===== src/rtl/core/atrlc_pkg.sv =====
// shared types and constants for the at response line classifier
// no dependencies; imported by every module of the block
`default_nettype none

package atrlc_pkg;

   // operation codes of an input transaction
   localparam logic OP_RX_BYTE   = 1'b0;
   localparam logic OP_CMD_ISSUE = 1'b1;

   // line kind codes of a result
   localparam logic [1:0] KIND_URC = 2'd0;
   localparam logic [1:0] KIND_MID = 2'd1;
   localparam logic [1:0] KIND_OK  = 2'd2;
   localparam logic [1:0] KIND_ERR = 2'd3;

   localparam logic [7:0] CHAR_LF = 8'h0a;
   localparam logic [7:0] CHAR_CR = 8'h0d;

   localparam int OK_LEN     = 2;
   localparam int ERROR_LEN  = 5;
   localparam int PREFIX_LEN = 11;

   localparam logic [7:0] PAT_OK [OK_LEN] = '{"O", "K"};
   localparam logic [7:0] PAT_ERROR [ERROR_LEN] = '{"E", "R", "R", "O", "R"};
   localparam logic [7:0] PAT_CME [PREFIX_LEN] =
      '{"+", "C", "M", "E", " ", "E", "R", "R", "O", "R", ":"};
   localparam logic [7:0] PAT_CMS [PREFIX_LEN] =
      '{"+", "C", "M", "S", " ", "E", "R", "R", "O", "R", ":"};

   // match flag bit positions
   localparam int FLAG_OK  = 0;
   localparam int FLAG_ERR = 1;
   localparam int FLAG_CME = 2;
   localparam int FLAG_CMS = 3;

   typedef struct packed {
      logic        operation;
      logic [7:0]  rx_byte;
      logic [15:0] command_id;
   } req_payload_type;

   typedef struct packed {
      logic [1:0]  line_kind;
      logic [7:0]  line_length;
      logic [15:0] owner_id;
      logic [7:0]  response_length;
      logic        line_appended;
   } rsp_payload_type;

   // line summary handed from the framer to the response tracker
   typedef struct packed {
      logic line_end;
      logic is_ok;
      logic is_err;
   } line_event_type;

endpackage

`default_nettype wire


===== src/rtl/core/atrlc_line_framer.sv =====
// frames received bytes into lines and tracks keyword matches per line
// depends on atrlc_pkg
`default_nettype none

module atrlc_line_framer #(
   parameter int LINE_BYTES = 256,
   localparam int CW = $clog2(LINE_BYTES)
) (
   input  wire logic                     clock,
   input  wire logic                     reset,
   input  wire logic                     step,
   input  wire logic [7:0]               rx_byte,
   output atrlc_pkg::line_event_type     line_event,
   output logic [CW-1:0]                 line_length
);
   import atrlc_pkg::*;

   logic [CW-1:0] count_ff, count_in;
   logic          zero_seen_ff, zero_seen_in;
   logic [CW-1:0] zero_pos_ff, zero_pos_in;
   logic          last_cr_ff, last_cr_in;
   logic [3:0]    flags_ff, flags_in;
   logic [3:0]    byte_flags;
   logic [CW-1:0] len;
   logic          is_lf;

   // per-byte pattern compare at the current position
   always_comb begin
      byte_flags = flags_ff;
      if (count_ff < CW'(OK_LEN) && rx_byte != PAT_OK[count_ff[0]])
         byte_flags[FLAG_OK] = 1'b0;
      if (count_ff < CW'(ERROR_LEN) && rx_byte != PAT_ERROR[count_ff[2:0]])
         byte_flags[FLAG_ERR] = 1'b0;
      if (count_ff < CW'(PREFIX_LEN) && rx_byte != PAT_CME[count_ff[3:0]])
         byte_flags[FLAG_CME] = 1'b0;
      if (count_ff < CW'(PREFIX_LEN) && rx_byte != PAT_CMS[count_ff[3:0]])
         byte_flags[FLAG_CMS] = 1'b0;
   end

   // effective length: trailing cr stripped, cut at first zero byte
   always_comb begin
      len = count_ff;
      if (count_ff != '0 && last_cr_ff)
         len = count_ff - CW'(1);
      if (zero_seen_ff && zero_pos_ff < len)
         len = zero_pos_ff;
   end

   assign is_lf = (rx_byte == CHAR_LF);

   always_comb begin
      line_event.line_end = step && is_lf;
      line_event.is_ok    = flags_ff[FLAG_OK] && len == CW'(OK_LEN);
      line_event.is_err   = (flags_ff[FLAG_ERR] && len == CW'(ERROR_LEN))
                          || ((flags_ff[FLAG_CME] || flags_ff[FLAG_CMS])
                              && len >= CW'(PREFIX_LEN));
      line_length = len;
   end

   always_comb begin
      count_in     = count_ff;
      zero_seen_in = zero_seen_ff;
      zero_pos_in  = zero_pos_ff;
      last_cr_in   = last_cr_ff;
      flags_in     = flags_ff;
      if (step) begin
         if (is_lf) begin
            count_in     = '0;
            zero_seen_in = 1'b0;
            zero_pos_in  = '0;
            last_cr_in   = 1'b0;
            flags_in     = 4'hf;
         end else if (count_ff < CW'(LINE_BYTES - 1)) begin
            if (!zero_seen_ff) begin
               if (rx_byte == 8'h00) begin
                  zero_seen_in = 1'b1;
                  zero_pos_in  = count_ff;
               end else begin
                  flags_in = byte_flags;
               end
            end
            last_cr_in = (rx_byte == CHAR_CR);
            count_in   = count_ff + CW'(1);
         end
      end
   end

   always_ff @(posedge clock) begin
      if (reset) begin
         count_ff     <= '0;
         zero_seen_ff <= 1'b0;
         zero_pos_ff  <= '0;
         last_cr_ff   <= 1'b0;
         flags_ff     <= 4'hf;
      end else begin
         count_ff     <= count_in;
         zero_seen_ff <= zero_seen_in;
         zero_pos_ff  <= zero_pos_in;
         last_cr_ff   <= last_cr_in;
         flags_ff     <= flags_in;
      end
   end

endmodule

`default_nettype wire


===== src/rtl/core/atrlc_resp_tracker.sv =====
// tracks the busy command and its accumulated response length, builds results
// depends on atrlc_pkg
`default_nettype none

module atrlc_resp_tracker #(
   parameter int LINE_BYTES     = 256,
   parameter int RESPONSE_BYTES = 256,
   localparam int CW = $clog2(LINE_BYTES),
   localparam int AW = $clog2(RESPONSE_BYTES),
   localparam int SW = ((AW > CW) ? AW : CW) + 2
) (
   input  wire logic                      clock,
   input  wire logic                      reset,
   input  wire logic                      step,
   input  wire logic                      operation,
   input  wire logic [15:0]               command_id,
   input  wire atrlc_pkg::line_event_type line_event,
   input  wire logic [CW-1:0]             line_length,
   output logic                           result_valid,
   output atrlc_pkg::rsp_payload_type     result
);
   import atrlc_pkg::*;

   logic          busy_ff, busy_in;
   logic [15:0]   id_ff, id_in;
   logic [AW-1:0] acc_ff, acc_in;
   logic [SW-1:0] need;
   logic          fits;
   logic [AW-1:0] acc_app;
   logic [AW-1:0] acc_after;
   logic          terminal;
   logic          line_done;

   assign line_done = line_event.line_end && line_length != '0;

   // a line fits when accumulated + length + 2 stays below the limit
   assign need     = SW'(acc_ff) + SW'(line_length) + SW'(2);
   assign fits     = need < SW'(RESPONSE_BYTES);
   assign acc_app  = acc_ff + AW'(acc_ff != '0) + AW'(line_length);
   assign acc_after = fits ? acc_app : acc_ff;
   assign terminal = line_event.is_ok || line_event.is_err;

   always_comb begin
      result_valid           = step && operation == OP_RX_BYTE && line_done;
      result.line_length     = 8'(line_length);
      if (busy_ff) begin
         if (line_event.is_ok)
            result.line_kind = KIND_OK;
         else if (line_event.is_err)
            result.line_kind = KIND_ERR;
         else
            result.line_kind = KIND_MID;
         result.owner_id        = id_ff;
         result.response_length = 8'(acc_after);
         result.line_appended   = fits;
      end else begin
         result.line_kind       = KIND_URC;
         result.owner_id        = '0;
         result.response_length = 8'(acc_ff);
         result.line_appended   = 1'b0;
      end
   end

   always_comb begin
      busy_in = busy_ff;
      id_in   = id_ff;
      acc_in  = acc_ff;
      if (step) begin
         if (operation == OP_CMD_ISSUE) begin
            busy_in = 1'b1;
            id_in   = command_id;
            acc_in  = '0;
         end else if (line_done && busy_ff) begin
            if (terminal) begin
               busy_in = 1'b0;
               id_in   = '0;
               acc_in  = '0;
            end else begin
               acc_in = acc_after;
            end
         end
      end
   end

   always_ff @(posedge clock) begin
      if (reset) begin
         busy_ff <= 1'b0;
         id_ff   <= '0;
         acc_ff  <= '0;
      end else begin
         busy_ff <= busy_in;
         id_ff   <= id_in;
         acc_ff  <= acc_in;
      end
   end

endmodule

`default_nettype wire


===== src/rtl/core/at_response_line_classifier.sv =====
// at response line classifier: input register, single pass of line framing and
// response tracking, then a result register.
// a byte waits in the input register until the result register can take its result.
// throughput: 1 transaction per cycle while rsp_ready keeps the result register free.
// reset: synchronous, clears line framing, busy command and response length.
// depends on atrlc_pkg, atrlc_line_framer, atrlc_resp_tracker
`default_nettype none

module at_response_line_classifier #(
   parameter int LINE_BYTES     = 256,
   parameter int RESPONSE_BYTES = 256
) (
   input  wire logic                       clock,
   input  wire logic                       reset,
   input  wire logic                       req_valid,
   output logic                            req_ready,
   input  wire atrlc_pkg::req_payload_type req_data,
   output logic                            rsp_valid,
   input  wire logic                       rsp_ready,
   output atrlc_pkg::rsp_payload_type      rsp_data
);
   import atrlc_pkg::*;

   localparam int CW = $clog2(LINE_BYTES);

   logic            in_valid_ff, in_valid_in;
   req_payload_type in_data_ff, in_data_in;
   logic            out_valid_ff, out_valid_in;
   rsp_payload_type out_data_ff, out_data_in;
   logic            fire;
   logic            framer_step;
   line_event_type  line_event;
   logic [CW-1:0]   line_length;
   logic            result_valid;
   rsp_payload_type result;

   // process the held transaction when the result register can take it
   assign fire        = in_valid_ff && (!out_valid_ff || rsp_ready);
   assign req_ready   = !in_valid_ff || fire;
   assign framer_step = fire && in_data_ff.operation == OP_RX_BYTE;

   atrlc_line_framer #(
      .LINE_BYTES(LINE_BYTES)
   ) u_framer (
      .clock       (clock),
      .reset       (reset),
      .step        (framer_step),
      .rx_byte     (in_data_ff.rx_byte),
      .line_event  (line_event),
      .line_length (line_length)
   );

   atrlc_resp_tracker #(
      .LINE_BYTES     (LINE_BYTES),
      .RESPONSE_BYTES (RESPONSE_BYTES)
   ) u_tracker (
      .clock        (clock),
      .reset        (reset),
      .step         (fire),
      .operation    (in_data_ff.operation),
      .command_id   (in_data_ff.command_id),
      .line_event   (line_event),
      .line_length  (line_length),
      .result_valid (result_valid),
      .result       (result)
   );

   always_comb begin
      in_valid_in = in_valid_ff;
      in_data_in  = in_data_ff;
      if (req_valid && req_ready) begin
         in_valid_in = 1'b1;
         in_data_in  = req_data;
      end else if (fire) begin
         in_valid_in = 1'b0;
      end
   end

   always_comb begin
      out_valid_in = out_valid_ff;
      out_data_in  = out_data_ff;
      if (fire) begin
         out_valid_in = result_valid;
         if (result_valid)
            out_data_in = result;
      end else if (rsp_ready) begin
         out_valid_in = 1'b0;
      end
   end

   always_ff @(posedge clock) begin
      if (reset) begin
         in_valid_ff  <= 1'b0;
         out_valid_ff <= 1'b0;
      end else begin
         in_valid_ff  <= in_valid_in;
         out_valid_ff <= out_valid_in;
      end
   end

   always_ff @(posedge clock) begin
      in_data_ff  <= in_data_in;
      out_data_ff <= out_data_in;
   end

   assign rsp_valid = out_valid_ff;
   assign rsp_data  = out_data_ff;

endmodule

`default_nettype wire


===== config.mk =====
export PLATFORM = sky130hd
export DESIGN_NAME = at_response_line_classifier
export DESIGN_NICKNAME = d
export VERILOG_FILES = /design/src/rtl/core/atrlc_pkg.sv /design/src/rtl/core/atrlc_line_framer.sv /design/src/rtl/core/atrlc_resp_tracker.sv /design/src/rtl/core/at_response_line_classifier.sv
export SDC_FILE = /design/constraint.sdc
export NUM_CORES = 1
export LEC_CHECK = 0
export BUFFER_PORTS_ARGS = -buffer_cell sky130_fd_sc_hd__buf_2
export CAP_MARGIN = 25
export CELL_PAD_IN_SITES_DETAIL_PLACEMENT = 1
export CELL_PAD_IN_SITES_GLOBAL_PLACEMENT = 2
export CORE_MARGIN = 5
export CORE_UTILIZATION = 25
export CTS_CLUSTER_SIZE = 16
export DETAILED_ROUTE_END_ITERATION = 8
export HOLD_SLACK_MARGIN = 0.15
export PLACE_DENSITY_LB_ADDON = 0.1
export SYNTH_ARGS = -nofsm -noshare
export SYNTH_HDL_FRONTEND = slang
export SYNTH_SLANG_ARGS = --single-unit

===== constraint.sdc =====
create_clock -name clock -period 10.81 [get_ports clock]
set_clock_uncertainty 0.2 [all_clocks]
set_input_delay 2.162 -clock clock [delete_from_list [all_inputs] [get_ports clock]]
set_output_delay 2.162 -clock clock [all_outputs]
set_load 0.05 [all_outputs]

Word level (Yosys, flattened, before mapping)
Memory sizes are Yosys's and may differ from the RTL's.
Index checks and enable logic that the tools add are counted.
Storage, ports and cells
  flip-flop bits (word level): 109
  ROM bits: 320
  bits of input ports: 29
  word-level logic and storage cells: 151
  memories: 3
Memory list
  (name not given): depth 16, width 8, rd ports 1, clocked after Yosys merged registers in 0, wr ports 0, line atrlc_line_framer.sv:34  | if (count_ff < CW'(PREFIX_LEN) && rx_byte != PAT_CME[count_ff[3:0]])
  (name not given): depth 16, width 8, rd ports 1, clocked after Yosys merged registers in 0, wr ports 0, line atrlc_line_framer.sv:36  | if (count_ff < CW'(PREFIX_LEN) && rx_byte != PAT_CMS[count_ff[3:0]])
  (name not given): depth 8, width 8, rd ports 1, clocked after Yosys merged registers in 0, wr ports 0, line atrlc_line_framer.sv:32  | if (count_ff < CW'(ERROR_LEN) && rx_byte != PAT_ERROR[count_ff[2:0]])
Cells by class
  add/subtract/negate cells: 6
  magnitude comparators: 10
  equal/unequal tests: 10
  mux-type cells: 48
  bitwise gates (word level): 5
  reduce and logical (&&, ||, !) cells: 47
Operators by type and width (number)
  $mux W8: 20
  $mux W16: 3
  $ne A8 B8 Y1: 4
  $reduce_bool A8 Y1: 3
  $reduce_and A5 Y1: 4
  $reduce_bool A2 Y1: 10
  $mux W1: 17
  $eq A8 B4 Y1 const B: 2
  $logic_and A1 B1 Y1: 16
  $mux W4: 4
  $add A10 B2 Y10 const B: 1
  $lt A10 B9 Y1 const B: 1
  $add A8 B8 Y9: 1
  $mux W9: 1
  $add A8 B1 Y8: 1
  $add A8 B1 Y8 const B: 1
  $add A8 B8 Y8: 1
  $eq A8 B2 Y1 const B: 1
  $eq A8 B3 Y1 const B: 1
  $ge A8 B4 Y1 const B: 1
  $logic_not A8 Y1: 1
  $lt A8 B2 Y1 const B: 1
  $lt A8 B3 Y1 const B: 1
  $lt A8 B4 Y1 const B: 1
  20 further kinds: 29

Longest topological paths before layout
  depth after elaboration: 13
  gate-level depth with buffers: 30

Cells and area by module
From an unflattened synthesis, not the netlist that was laid out.
Second synthesis, totals
  cells, all modules: 553
  area total of the unflattened synthesis: 5868.1 sq um
By module, submodules not included
  atrlc_line_framer: times used 1, cells each 280, area an instance 2058.2 sq um
  at_response_line_classifier: times used 1, cells each 73, area an instance 1931.9 sq um
  atrlc_resp_tracker: times used 1, cells each 200, area an instance 1878.1 sq um

Worst setup path after synthesis
No wires, ideal clock.
  path type: register to register
  start: reg u_framer.count_ff[0]
  end: reg u_tracker.acc_ff[4]
  library setup time: 69 ps
  data arrival time: 6651 ps
  slack: 3890 ps
  cell stages (with the launch flop): 30
  buffers on the path: 4
  period minus slack after synthesis: 6920 ps
  path through: dfxtp_1 clkbuf_1 clkbuf_1 inv_1 ha_1 or3b_2 o21ai_1 nand2_1 o21ai_0 inv_2 ha_1 o21a_1 o311a_1 a311o_1 a311o_1 nand2_1 clkbuf_1 a21o_1 inv_1 fa_1 xor2_1 a2111oi_0 o211ai_1 nor4_1 nand2_1 and3_1 and3_1 clkbuf_1 or3_1 a21oi_2
Between the ends
  longest elaborated chain between the ends: 13
  elaborated cells on any way between the ends: 28
RTL lines
  from (decl): line atrlc_line_framer.sv:18  | logic [CW-1:0] count_ff, count_in;
  from (signal assigned): line atrlc_line_framer.sv:96  | count_ff <= count_in;
  branches (longest 2 deep; another with $sub A8 B1 Y8)
  $mux W8 *: line atrlc_line_framer.sv:43  | if (count_ff != '0 && last_cr_ff)
  $lt A8 B8 Y1: line atrlc_line_framer.sv:45  | if (zero_seen_ff && zero_pos_ff < len)
  $logic_and A1 B1 Y1: line atrlc_line_framer.sv:45
  $mux W8 *: line atrlc_line_framer.sv:45
  via line_length[1]: line at_response_line_classifier.sv:33  | logic [CW-1:0] line_length;
  $add A8 B8 Y9 (tied with other cells): line atrlc_resp_tracker.sv:37  | assign need = SW'(acc_ff) + SW'(line_length) + SW'(2);
  $add A10 B2 Y10 (tied with other cells): line atrlc_resp_tracker.sv:37
  $lt A10 B9 Y1 / $logic_or A1 B1 Y1 (equally long branches): line atrlc_resp_tracker.sv:38, atrlc_line_framer.sv:55
  $mux W8 / $logic_or A1 B1 Y1 (equally long branches): line atrlc_resp_tracker.sv:40, atrlc_resp_tracker.sv:41
  $mux W8: line atrlc_resp_tracker.sv:74  | if (terminal) begin
  $mux W8: line atrlc_resp_tracker.sv:73  | end else if (line_done && busy_ff) begin
  $mux W8: line atrlc_resp_tracker.sv:69  | if (operation == OP_CMD_ISSUE) begin
  to (signal assigned): line atrlc_resp_tracker.sv:93  | acc_ff <= acc_in;
  to (decl): line atrlc_resp_tracker.sv:26  | logic [AW-1:0] acc_ff, acc_in;
Mark *: on every way through the listed nets, which the timed path passes. The select of a mux whose other input is x is not followed.
A chain may end at the register's enable or synchronous reset.

Worst setup path after layout
  start: reg u_framer.count_ff[1]
  end: reg u_tracker.acc_ff[6]
Same word-level chain as after synthesis.

==> out/qor.yml <==
outcome:
  outcome: "complete, no violations"
finish:
  design_area_sq_um: 6760
  syn_to_final_growth_pct: 15.9
  final_nets: 676
  antenna_cells: 0
  post-route-util: 0.291
  drive_above_1_share: 0.172
  instances_no_fill: 946
  fillers: 2673
timing:
  rsz0062_at_grt: "no"
  setup_viol: 0
  relSlewSlack: 0.384
  max_freq_ghz: 0.130
  finalHoldViolations: 0
  worst_pin_slew_ns: 0.924
  fin_crit_sh: 0.713
  min_period_ns: 7.71
  hold_ws_ns: 0.260
  worst_slack_ns: 3.10
  drv_slew: 0
  setup_tns_ns: 0
run:
  maxCapViolations: 0
power:
  power.total_uw: 842
  powerDensity_nw_per_um2: 125
  leakagePower_nw: 2.63
  vdd_drop_max_mv: 0.0799
routing:
  vias: 4462
  viasPerCell: 4.72
  drc: 0
  drt_pass1_iterations: 4
  routed_wirelength_microns: 17000
  ant_nets: 0
  drt_iter0_markers: 143
  wl_per_cell_microns: 18.0
synth:
  avgSynthCellArea_sq_um: 10.2
  synth_top_area_cell: "edfxtp_1"
  ys_seq_area_frac: 0.477
  synth-edff-count: 60
  ys_ff_latch: 109
  yosys_warnings: 0
  async_flop_share: 0
  synth_ff_type: "edfxtp_1"
  synth_cell_type_count: 67
  syn_area_sq_um: 5840
  synth_top_area_frac: 0.309
  syn-num-nets: 628
  synthTopCellsByArea: "edfxtp_1 (31%), dfxtp_1 (17%), ha_1 (4.7%)"
  synthCells: 574
clocking:
  clk_latency_ns: 0.36
  ctsResizeCount: 0
  cts_root_buffer: "clkbuf_16"
  cts.sinks: 109
  post-cts-setup-buffers: 0
  cts_tree: "built"
  cts_max_path_buffers: 2
  clkTransAtPathRegs_ns: 0.08
  ctsHtreeMaxLevel: 3
  ctsHoldBuffers: 0
  cts_buffers: 9
global_route:
  grt_max_degree: 36
  track_usage: 0.131
  grt_pass1_wl_microns: 27400
  antenna_found_initial: 0
  grt_pass1_vias: 4705
  overflow: 0
worst_setup_path:
  required_ns: 10.89
  startpoint_type: "register"
  slowest_delay_ns: 0.53
  critPathMaxFanout: 16
  slowest_stage: "or3b_2"
  crit_type: "reg -> reg"
  regToRegSetupSlack_ns: 3.10
  worstPathArrival_ns: 7.79
  endpoint_kind: "register"
placed_design:
  dpl_worst_slack_ns: 3.12
  place_inst: 930
  routabilityCongestion: 0.801
  placed_cell_area_sq_um: 6470
  hpwl_microns: 12700
  port_buffers: 65
floorplanning:
  io_pins: 66
  fp-row-count: 56
  die_x_microns: 163
  start_util: 0.251
  fp.coreArea_sq_um: 23300
  die_h_microns: 163
  die_area_sq_um: 26500
min_path:
  min-delay-path-class: "reg -> reg"
-- layout make-up --
class / instances / area (sq um) / area share
flip-flops and latches: 109 / 2780 / 0.411
inverters: 18 / 67.6 / 0.00999
multi-input cells: 414 / 2840 / 0.419
well taps: 319 / 399 / 0.0590
clock buffers: 10 / 229 / 0.0339
clock inverters: 6 / 62.6 / 0.00925
repair buffers: 70 / 387 / 0.0572
-- worst paths after layout --
check | startpoint | end | cells past startpoint
worst max-delay path | u_framer.count_ff[1] | u_tracker.acc_ff[6] | 26
worst max register to register | u_framer.count_ff[1] | u_tracker.acc_ff[6] | 26
worst min register to register | in_data_ff[1] | u_tracker.id_ff[1] | 1
worst min-delay path | in_data_ff[1] | u_tracker.id_ff[1] | 1
-- per-layer routing --
layer / global-route usage / vias up / routed length (microns)
met5: 0 / - / 0
met4: 0.0328 / 0 / 232
met3: 0.0230 / 13 / 393
met2: 0.230 / 52 / 8540
met1: 0.167 / 2193 / 7850
li1: - / 2204 / -
-- cells in the mapped netlist, types with 2 or more instances --
| master | instances |
|---|---|
| nor2_1 | 28 |
| o21bai_1 | 3 |
| nand2b_1 | 3 |
| clkbuf_1 | 25 |
| nand4_1 | 8 |
| nor3_1 | 12 |
| edfxtp_1 | 60 |
| or4_1 | 2 |
| or3b_1 | 5 |
| nor3_2 | 2 |
| a21o_1 | 6 |
| fa_1 | 3 |
| mux2i_1 | 7 |
| a31oi_1 | 10 |
| dfxtp_1 | 49 |
| nor2b_1 | 10 |
| a311oi_1 | 2 |
| o211ai_1 | 4 |
| and2_1 | 20 |
| o21a_1 | 4 |
| o22ai_1 | 2 |
| o21ai_0 | 28 |
| buf_2 | 4 |
| a22o_1 | 16 |
| and4_1 | 2 |
| xnor2_1 | 17 |
| and3_1 | 7 |
| nand2_1 | 47 |
| inv_1 | 17 |
| buf_6 | 3 |
| or3b_2 | 2 |
| nor4_1 | 8 |
| o21ai_1 | 3 |
| nor3b_1 | 4 |
| mux2_2 | 9 |
| xor2_1 | 14 |
| a311o_1 | 4 |
| a21oi_1 | 47 |
| ha_1 | 22 |
| or3_1 | 6 |
| nand3_1 | 19 |
| o311a_1 | 2 |
| a21boi_0 | 4 |
-- power breakdown --
group	total (mW)	switching [mW]	internal [mW]
registers	0.459	0.0120	0.447
logic	0.0457	0.0254	0.0203
clock network	0.337	0.173	0.164
total	0.842	0.211	0.632
-- worst max-delay path, delay by kind of cell (launching register included) --
family	cells	cell delay (ns)
AO/OA/AOI/OAI	9	2.41
XOR/XNOR	1	0.16
adder cells (fa/ha/maj)	4	1.26
buffers and inverters	3	0.44
flip-flops	1	0.50
multiplexers	1	0.28
AND/OR/NAND/NOR	8	2.40
-- registers in the layout, indices dropped and copies added, names as in the netlist --
register and cells:
rsp_data 35, in_data_ff 25, u_tracker.id_ff 16, u_framer.count_ff 8, u_framer.zero_pos_ff 8, u_tracker.acc_ff 8
u_framer.flags_ff 4, in_valid_ff 1, rsp_valid 1, u_framer.last_cr_ff 1, u_framer.zero_seen_ff 1, u_tracker.busy_ff 1
-- logic make-up (layout without fill, tap and decap cells) --
logic type	after synthesis	in the layout	synth area share
buf+inv	51	104	0.0375
mux	16	16	0.0294
simple gates	194	194	0.183
compound gates	146	146	0.164
flops	109	109	0.477
xor+xnor	32	32	0.0504
fa+ha+maj	26	26	0.0594
-- placed cells by master (no fill, tap or decap), types with 12 or more instances in the layout --
master,count
xor2_1,14
inv_1,17
edfxtp_1,60
ha_1,22
dfxtp_1,49
nor3_1,12
nor2_1,28
nand3_1,19
buf_2,65
o21ai_0,28
a21oi_1,47
nand2_1,47
a22o_1,16
and2_1,20
xnor2_1,17
Note: power is estimated with default switching activity, not from simulation.
